## config.mk

```make
export PLATFORM = sky130hd
export DESIGN_NAME = interval_list_intersection_unit
export DESIGN_NICKNAME = d
export VERILOG_FILES = /design/src/ili_pkg.sv /design/src/ili_ctrl.sv /design/src/ili_dp.sv /design/src/interval_list_intersection_unit.sv
export SDC_FILE = /design/constraint.sdc
export NUM_CORES = 1
export LEC_CHECK = 0
export BUFFER_PORTS_ARGS = -buffer_cell sky130_fd_sc_hd__buf_4
export CELL_PAD_IN_SITES_DETAIL_PLACEMENT = 1
export CELL_PAD_IN_SITES_GLOBAL_PLACEMENT = 2
export CORE_MARGIN = 4
export CORE_UTILIZATION = 45
export DETAILED_ROUTE_END_ITERATION = 8
export PLACE_DENSITY_LB_ADDON = 0.12
export REMOVE_ABC_BUFFERS = 1
export SKIP_CTS_REPAIR_TIMING = 1
export SYNTH_ARGS = -nofsm -noshare
export SYNTH_HDL_FRONTEND = slang
export SYNTH_SLANG_ARGS = --single-unit
```

## constraint.sdc

```tcl
create_clock -name clk -period 6.7 [get_ports clk]
set_input_delay 2.01 -clock clk [delete_from_list [all_inputs] [get_ports clk]]
set_output_delay 2.01 -clock clk [all_outputs]
set_load 0.02 [all_outputs]
```

## src/ili_pkg.sv

```systemverilog
// Shared types and codes for the interval list intersection unit.
`timescale 1ns / 1ps

package ili_pkg;

  // Request kinds
  localparam logic [1:0] KIND_LOAD_A  = 2'd0;
  localparam logic [1:0] KIND_LOAD_B  = 2'd1;
  localparam logic [1:0] KIND_COMPUTE = 2'd2;

  typedef enum logic {
    ST_IDLE,
    ST_MERGE
  } state_t;

  // Controller to datapath
  typedef struct packed {
    logic load_a;   // store the request range into list A
    logic load_b;   // store the request range into list B
    logic init;     // rewind both pointers, drop the pending result
    logic step;     // compare the current pair and advance one pointer
    logic finish;   // flush the final result, clear lists and overflow
  } cmd_t;

  // Datapath to controller
  typedef struct packed {
    logic merge_done;  // one of the pointers has run off its list
  } status_t;

endpackage

```

## src/ili_ctrl.sv

```systemverilog
// Controller state machine for the interval list intersection unit.
`timescale 1ns / 1ps

module ili_ctrl (
  input  logic           clk,
  input  logic           rst,
  input  logic           start,
  input  logic [1:0]     kind,
  input  ili_pkg::status_t status,
  output ili_pkg::cmd_t  cmd,
  output logic           busy
);

  ili_pkg::state_t state;
  ili_pkg::state_t state_next;

  always_ff @(posedge clk) begin
    if (rst) begin
      state <= ili_pkg::ST_IDLE;
    end else begin
      state <= state_next;
    end
  end

  always_comb begin
    state_next = state;
    cmd        = '0;
    busy       = 1'b0;
    case (state)
      ili_pkg::ST_IDLE: begin
        if (start) begin
          case (kind)
            ili_pkg::KIND_LOAD_A: cmd.load_a = 1'b1;
            ili_pkg::KIND_LOAD_B: cmd.load_b = 1'b1;
            ili_pkg::KIND_COMPUTE: begin
              cmd.init   = 1'b1;
              state_next = ili_pkg::ST_MERGE;
            end
            default: ; // unknown kind: drop
          endcase
        end
      end
      ili_pkg::ST_MERGE: begin
        busy = 1'b1;
        if (status.merge_done) begin
          cmd.finish = 1'b1;
          state_next = ili_pkg::ST_IDLE;
        end else begin
          cmd.step = 1'b1;
        end
      end
      default: state_next = ili_pkg::ST_IDLE;
    endcase
  end

endmodule

```

## src/ili_dp.sv

```systemverilog
// Datapath for the interval list intersection unit: lists, pointers, merge, result register.
`timescale 1ns / 1ps

module ili_dp #(
  parameter int LIST_DEPTH = 16,
  parameter int INDEX_BITS = 16
) (
  input  logic                  clk,
  input  logic                  rst,
  input  ili_pkg::cmd_t         cmd,
  input  logic [INDEX_BITS-1:0] span_start,
  input  logic [INDEX_BITS:0]   span_end,
  output ili_pkg::status_t      status,
  output logic                  strobe,
  output logic [INDEX_BITS-1:0] out_start,
  output logic [INDEX_BITS:0]   out_end,
  output logic                  is_empty,
  output logic                  overflowed,
  output logic                  last
);

  localparam int AW = (LIST_DEPTH > 1) ? $clog2(LIST_DEPTH) : 1;
  localparam int CW = $clog2(LIST_DEPTH + 1);
  localparam logic [CW-1:0] FULL = CW'(LIST_DEPTH);

  logic [INDEX_BITS-1:0] a_start [LIST_DEPTH];
  logic [INDEX_BITS:0]   a_end   [LIST_DEPTH];
  logic [INDEX_BITS-1:0] b_start [LIST_DEPTH];
  logic [INDEX_BITS:0]   b_end   [LIST_DEPTH];

  logic [CW-1:0] count_a;
  logic [CW-1:0] count_b;
  logic          overflow_flag;
  logic [CW-1:0] ptr_a;
  logic [CW-1:0] ptr_b;

  logic                  pend_valid;
  logic [INDEX_BITS-1:0] pend_start;
  logic [INDEX_BITS:0]   pend_end;

  logic                  range_ok;
  logic [INDEX_BITS-1:0] cur_as;
  logic [INDEX_BITS:0]   cur_ae;
  logic [INDEX_BITS-1:0] cur_bs;
  logic [INDEX_BITS:0]   cur_be;
  logic [INDEX_BITS-1:0] lo;
  logic [INDEX_BITS:0]   hi;
  logic                  hit;
  logic                  adv_a;

  assign range_ok = {1'b0, span_start} < span_end;

  assign cur_as = a_start[ptr_a[AW-1:0]];
  assign cur_ae = a_end[ptr_a[AW-1:0]];
  assign cur_bs = b_start[ptr_b[AW-1:0]];
  assign cur_be = b_end[ptr_b[AW-1:0]];

  assign lo    = (cur_as > cur_bs) ? cur_as : cur_bs;
  assign hi    = (cur_ae < cur_be) ? cur_ae : cur_be;
  assign hit   = {1'b0, lo} < hi;
  assign adv_a = cur_ae < cur_be;

  assign status.merge_done = (ptr_a >= count_a) || (ptr_b >= count_b);

  // List storage, written at the fill count
  always_ff @(posedge clk) begin
    if (cmd.load_a && range_ok && (count_a < FULL)) begin
      a_start[count_a[AW-1:0]] <= span_start;
      a_end[count_a[AW-1:0]]   <= span_end;
    end
    if (cmd.load_b && range_ok && (count_b < FULL)) begin
      b_start[count_b[AW-1:0]] <= span_start;
      b_end[count_b[AW-1:0]]   <= span_end;
    end
  end

  // Fill counts, overflow, pointers, pending result
  always_ff @(posedge clk) begin
    if (rst) begin
      count_a       <= '0;
      count_b       <= '0;
      overflow_flag <= 1'b0;
      ptr_a         <= '0;
      ptr_b         <= '0;
      pend_valid    <= 1'b0;
    end else begin
      if (cmd.load_a && range_ok) begin
        if (count_a < FULL) begin
          count_a <= count_a + CW'(1);
        end else begin
          overflow_flag <= 1'b1;
        end
      end
      if (cmd.load_b && range_ok) begin
        if (count_b < FULL) begin
          count_b <= count_b + CW'(1);
        end else begin
          overflow_flag <= 1'b1;
        end
      end
      if (cmd.init) begin
        ptr_a      <= '0;
        ptr_b      <= '0;
        pend_valid <= 1'b0;
      end
      if (cmd.step) begin
        if (adv_a) begin
          ptr_a <= ptr_a + CW'(1);
        end else begin
          ptr_b <= ptr_b + CW'(1);
        end
        if (hit) begin
          pend_valid <= 1'b1;
        end
      end
      if (cmd.finish) begin
        count_a       <= '0;
        count_b       <= '0;
        overflow_flag <= 1'b0;
        pend_valid    <= 1'b0;
      end
    end
  end

  always_ff @(posedge clk) begin
    if (cmd.step && hit) begin
      pend_start <= lo;
      pend_end   <= hi;
    end
  end

  // Result register: a new hit pushes out the one held before it, and finish flushes the held one or an empty marker
  always_ff @(posedge clk) begin
    if (rst) begin
      strobe <= 1'b0;
    end else begin
      strobe <= (cmd.step && hit && pend_valid) || cmd.finish;
    end
  end

  always_ff @(posedge clk) begin
    if (cmd.step && hit && pend_valid) begin
      out_start  <= pend_start;
      out_end    <= pend_end;
      is_empty   <= 1'b0;
      overflowed <= overflow_flag;
      last       <= 1'b0;
    end else if (cmd.finish) begin
      out_start  <= pend_valid ? pend_start : '0;
      out_end    <= pend_valid ? pend_end : '0;
      is_empty   <= !pend_valid;
      overflowed <= overflow_flag;
      last       <= 1'b1;
    end
  end

endmodule

```

## src/interval_list_intersection_unit.sv

```systemverilog
// Top level of the interval list intersection unit.
`timescale 1ns / 1ps

// Channel   Direction  Handshake                  Payload
// request   in         start & !busy              kind, span_start, span_end
// result    out        strobe (one cycle, no hold) out_start, out_end, is_empty,
//                                                  overflowed, last
//
// A load request leaves busy low; the next request may follow at once. A
// compute request holds busy through every merge step and the final flush,
// as the single compare-and-advance unit walks the two lists.
// Each result shows on strobe for one cycle; the receiver cannot stall it.
// Reset (rst, synchronous) empties both lists and clears the overflow flag;
// list contents are not cleared, only the fill counts.
module interval_list_intersection_unit #(
  parameter int LIST_DEPTH = 16,
  parameter int INDEX_BITS = 16
) (
  input  logic                  clk,
  input  logic                  rst,
  input  logic                  start,
  output logic                  busy,
  input  logic [1:0]            kind,
  input  logic [INDEX_BITS-1:0] span_start,
  input  logic [INDEX_BITS:0]   span_end,
  output logic                  strobe,
  output logic [INDEX_BITS-1:0] out_start,
  output logic [INDEX_BITS:0]   out_end,
  output logic                  is_empty,
  output logic                  overflowed,
  output logic                  last
);

  ili_pkg::cmd_t    cmd;
  ili_pkg::status_t status;

  // Sequence loads and the merge walk
  ili_ctrl u_ctrl (
    .clk    (clk),
    .rst    (rst),
    .start  (start),
    .kind   (kind),
    .status (status),
    .cmd    (cmd),
    .busy   (busy)
  );

  // Hold the lists, walk them, and register each result
  ili_dp #(
    .LIST_DEPTH (LIST_DEPTH),
    .INDEX_BITS (INDEX_BITS)
  ) u_dp (
    .clk        (clk),
    .rst        (rst),
    .cmd        (cmd),
    .span_start (span_start),
    .span_end   (span_end),
    .status     (status),
    .strobe     (strobe),
    .out_start  (out_start),
    .out_end    (out_end),
    .is_empty   (is_empty),
    .overflowed (overflowed),
    .last       (last)
  );

endmodule

```

# Yosys cells after proc, flatten, opt, wreduce, memory -nomap -nowiden
# Memory sizes are Yosys's and may differ from the RTL's. A register that Yosys moved wholly into a read port is not among the register bits.
# Index checks and enable logic that the tools add are counted.
# word_totals
reg_bits,93
ramBits,1056
in_bits,38
output_inout_bits,38
elab_cells,90
mem_count,4
# op_classes
addsub,4
order_cmp,8
n_eq_ne,2
n_mux,42
bitwise,1
n_reduce_logical,14
# mem_list
name,depth,width,rd,rd_clocked_by_memory_dff,wr,line_no,source
u_dp.a_end,16,17,1,1,1,ili_dp.sv:27,logic [INDEX_BITS:0] a_end [LIST_DEPTH];
u_dp.b_end,16,17,1,1,1,ili_dp.sv:29,logic [INDEX_BITS:0] b_end [LIST_DEPTH];
u_dp.a_start,16,16,1,1,1,ili_dp.sv:26,logic [INDEX_BITS-1:0] a_start [LIST_DEPTH];
u_dp.b_start,16,16,1,1,1,ili_dp.sv:28,logic [INDEX_BITS-1:0] b_start [LIST_DEPTH];
# op_table
op,count
2-to-1 mux 17 bit,4
2-to-1 mux 16 bit,4
less-than comparator 16 x 17 -> 1 bit,2
2-to-1 mux 5 bit,6
adder 5 x 1 -> 5 bit (second input constant),4
2-to-1 mux 1 bit,20
less-than comparator 17 bit,1
greater-than comparator 16 bit,1
2-to-1 mux 4 bit,4
greater-or-equal comparator 5 bit,2
less-than comparator 5 bit (second input constant),2
logical AND 1 bit,6
2-to-1 mux 3 bit,2
AND reduction 2 bit,2
== test 2 x 1 -> 1 bit (second input constant),1
== test 2 bit (second input constant),1
logical NOT 2 bit,1
logical OR 1 bit,2
2-to-1 mux 2 bit,1
case mux 1 bit (2 select lines),1
nonzero test 2 bit,1
OR reduction 2 bit,1
logical NOT 1 bit,1
NOT 1 bit,1

# Logic depth before layout (Yosys ltp)
# logic_depth
word_depth,8
ltp_mapped,27
depth_no_buf,21

# Hierarchy
# A second synthesis with hierarchy kept.
# hier_totals
cells_unflattened,2052
hier_area_um2,45389.8
# modules_own_cells
module,n_inst,cells_each,area_each_um2,seq_area_each_um2
ili_dp,1,2045,45309.7,34222.8
ili_ctrl,1,7,80.1,20.0

# Least setup slack after synthesis
# Ideal clock, no wire load.
# synth_path
path_type,register to register
startpoint,register u_dp.ptr_a[0]
endpoint,register u_dp.out_end[0] (enable)
setup_time_ns,0.425
t_arrival_ns,6.957
required_time_ns,6.275
slack_ns,-0.682
stages_incl_launch_ff,24
path_buffers,5
synth_period_minus_slack_ns,7.382
cell_sequence,dfxtp_1 buf_4 buf_2 buf_1 mux4_2 mux4_2 ha_1 a21oi_1 o21a_1 a2bb2oi_1 and3_1 nor2b_2 buf_6 buf_2 mux2i_1 ha_1 a21o_1 a211o_1 o2111ai_1 a221oi_1 nor4_1 o21a_1 nor4_2 nor2_1
# synth_between
elab_chain_cells,7
word_cells_on_any_way,8
cone_classes,order compare: 1; mux: 3; reduce/logical: 4
# synth_rtl
element,line_no,source
from (decl),ili_dp.sv:34,logic [CW-1:0] ptr_a;
from (signal assigned),ili_dp.sv:108,ptr_a <= ptr_a + CW'(1);
greater-or-equal comparator 5 bit (*),ili_dp.sv:63,assign status.merge_done = (ptr_a >= count_a) || (ptr_b >= count_b);
logical OR 1 bit (*),ili_dp.sv:63,
2-to-1 mux 1 bit,ili_ctrl.sv:45,if (status.merge_done) begin
2-to-1 mux 2 bit (*),ili_ctrl.sv:29,case (state)
logical AND 1 bit (2 in series),ili_dp.sv:142,if (cmd.step && hit && pend_valid) begin
nonzero test 2 bit (no line) (*),--,
to (signal assigned),ili_dp.sv:144,out_end <= pend_end;
to (signal assigned),ili_dp.sv:150,out_end <= pend_valid ? pend_end : '0;
to (decl),ili_dp.sv:16,"output logic [INDEX_BITS:0] out_end,"
# Mark *: on every way between the ends. The rest lies on a longest branch, timed or not.
# A chain may end at the register's enable or synchronous reset.

# Worst setup path after layout
# layout_path
startpoint,register u_dp.ptr_b[0]
endpoint,register u_dp.out_end[4] (enable)
# layout_between
elab_chain_cells,7
word_cells_on_any_way,8
cone_classes,order compare: 1; mux: 3; reduce/logical: 4
# layout_rtl
element,line_no,source
from (decl),ili_dp.sv:35,logic [CW-1:0] ptr_b;
from (signal assigned),ili_dp.sv:110,ptr_b <= ptr_b + CW'(1);
greater-or-equal comparator 5 bit (*),ili_dp.sv:63,
logical OR 1 bit (*),ili_dp.sv:63,
2-to-1 mux 1 bit,ili_ctrl.sv:45,
2-to-1 mux 2 bit (*),ili_ctrl.sv:29,
logical AND 1 bit (2 in series),ili_dp.sv:142,
nonzero test 2 bit (no line) (*),--,
# Marks and branches as above.

==> flow_summary.toml <==
[timing]
timing.final.crit_share = 0.941
fmax_mhz = 159
max_slew_margin = 0.245
rsz0062_at_grt = "false"
setup_viol = 0
worst_slew_pin_slew_ps = 1130
final.min_clock_period_ps = 6300
drv_slew = 0
hold_viol = 0
skew_ps = 40.8

[finish]
stdcell_area_um2 = 52700
utilization = 0.527
layout_commonest_cell = "edfxtp_1"
drive_gt1_frac = 0.305
diodes = 0
synthToLayoutAreaGrowth_pct = 16.0
nets = 2424
final_cell_mix = "1123 x edfxtp_1, 324 x mux4_2, 132 x buf_4, 118 x clkbuf_16, 82 x ha_1"

[placement]
globalplace.congestion = 0.804
dpl_cell_area_um2 = 48900
dp_hpwl_um = 75100
portBuffers = 75

[clocking]
clock_path_buffers = 3
insertion_delay_ps = 720
cts-root-buf = "clkbuf_16"
clock_sinks = 1149
path_clk_slew_ps = 60
numCtsBuffers = 118
cts_tree = "built"
htreeDepth = 3

[pwr]
combPwrFrac = 0.024
power_density_nw_per_um2 = 278
pwr-share-seq = 0.539
leakage_nw = 16.8
switching_power_mw = 2.98
p_int_mw = 11.7
ir_worst_vdd_v = 0.000231
clockPowerShare = 0.436
switching_share = 0.203

[critical_path]
crit_required_ps = 7100
cp-start-kind = "flop"
endpoint_kind = "flop"
arrival_ps = 6710
worstSetupPathType = "flop to flop"
crit_fanout = 21
slowest_stage = "mux4_2"
reg2reg_from = "u_dp.ptr_b[0]"
worstPathCellList = "buf_12, buf_12, mux4_2, mux4_2, inv_1, ha_1, nand4_1, a311oi_1, buf_4, a211o_1, o31a_1, buf_4, o21ai_0, ha_1, a21o_1, a211o_1, o2111ai_1, a221oi_1, nor4_2, o21a_1, buf_4, nor4_2, nor2_4, buf_12"
critPathBufInv = 7
critPathLaunch = "u_dp.ptr_b[0]"
cpLargestDelayFamily = "compound AO/OA/AOI/OAI gates"
slowest_delay_ps = 540

[yosys]
ys_ff_latch = 1149
synth_edf_count = 1123
synthArstFlopShare = 0
synth_top_cell_area_share = 0.742
postSynthCellCount = 2085
synth.distinct_cells = 57
ys_top_cells_by_area = "edfxtp_1 74%, mux4_2 16%, ha_1 2.3%"
synth_largest_area_cell = "edfxtp_1"
synth_ff_type = "edfxtp_1"
yosysSeqAreaShare = 0.753
synth.cell_area_um2 = 45400
yosysWarnings = 0
synth_area_per_cell_um2 = 21.8

[outcome]
status = "finished, final reports clean"

[drt]
drc_errors = 0
num_vias = 22400
routed_wl_um = 126000
route.antenna.remaining_nets = 0
drtPass1Iterations = 5
viasPerCell = 6.07
wl_per_cell_um = 34.0
drt-initial-drc-count = 2277

[floorplanning]
die_h_um = 326
initial_core_util = 0.454
core_um2 = 100000
dieArea_um2 = 106000
fp.dieW_um = 326
fp-row-count = 116
io_pins = 76

[job]
drv_cap = 0

[grt]
grt_antenna_before_repair = 8
grt_pass1_wl_um = 178000
grt_max_degree = 50
grt_overflow = 0
grt_pass1_vias = 23500
grt_usage = 0.238

[worst_hold_path]
worstHoldPathType = "flop to flop"
worstHoldStart = "u_dp.overflow_flag"
[layout make-up]
type	instances	area (um^2)
fillers	8651	47400
flip-flops and latches	1149	34300
multi-input cells	760	10600
clock buffers	141	3040
repair buffers	193	2210
well taps	1298	1620
clock inverters	71	708
inverters	82	308
[through the flow]
stage          cells  worst slack, ps  hold slack [ps]  power (mW)  setup TNS (ps)
4_1_cts         3690              118              478        14.8               0
3_3_place_gp    3478              139              459        8.40               0
2_1_floorplan   1991            -5240              409        8.19         -450600
3_5_place_dp    3478              211              462        8.42               0
5_1_grt         3694             35.3              484        15.2               0
6_report        3694              396              489        14.7               0
[final timing paths]
check	to	slack, ps	depth (start not counted)
worst max-delay path	u_dp.out_end[4]	400	24
worst min-delay path	u_dp.overflowed	490	0
worst min register to register	u_dp.overflowed	490	0
worst max register to register	u_dp.out_end[4]	400	24
[Yosys cell counts, types with 4 or more instances]
cell,instances
nor3_1,10
xnor2_1,5
inv_1,82
mux2i_1,19
nand4_1,15
nand3_1,16
dfxtp_1,26
ha_1,82
nand3b_1,7
o21ai_0,29
edfxtp_1,1123
and2_1,34
nor3b_1,4
a211o_1,5
nand2_1,43
and3_1,30
nor2_1,31
nor2b_1,7
clkbuf_1,47
a22oi_1,5
mux4_2,324
buf_1,18
a21o_1,17
o21a_1,7
buf_2,26
a21oi_1,31
nand2b_1,5
[kinds of logic (layout without fill, tap and decap cells)]
kind of cell,Yosys count,after routing,synth area share
AO/OA/AOI/OAI,117,117,0.0169
XOR/XNOR,5,5,0.000963
AND/OR/NAND/NOR,210,210,0.0250
adder cells (fa/ha/maj),82,82,0.0226
buffers and inverters,176,487,0.0157
flip-flops,1149,1149,0.753
multiplexers,346,346,0.165
[layer usage]
metal  vias up  track usage  wire length [um]
li1       9142            -                 -
met1     12300        0.333             53200
met2       807        0.379             60100
met3       211       0.0516              8310
met4         2       0.0753              4100
met5         -            0                13
[power groups by stage]
stage	sequential, mW	combinational, mW	clock [mW]
after floorplan	8.07	0.120	0
after global placement	8.06	0.340	0
after detailed placement	8.06	0.356	0
after CTS	7.91	0.358	6.55
after global routing	7.90	0.389	6.87
final	7.91	0.357	6.40
[registers in the layout (all words and copies together), names as in the netlist]
register,flops
u_dp.last,1
u_dp.overflow_flag,1
u_dp.count_b,5
u_dp.out_end,17
u_dp.strobe,1
u_dp.is_empty,1
u_dp.ptr_b,5
u_dp.a_start,256
u_dp.pend_end,17
u_dp.ptr_a,5
u_dp.out_start,16
u_ctrl.state,1
u_dp.pend_start,16
u_dp.overflowed,1
u_dp.b_end,272
u_dp.b_start,256
u_dp.pend_valid,1
u_dp.count_a,5
u_dp.a_end,272
Note: power is estimated with default switching activity, not from simulation.
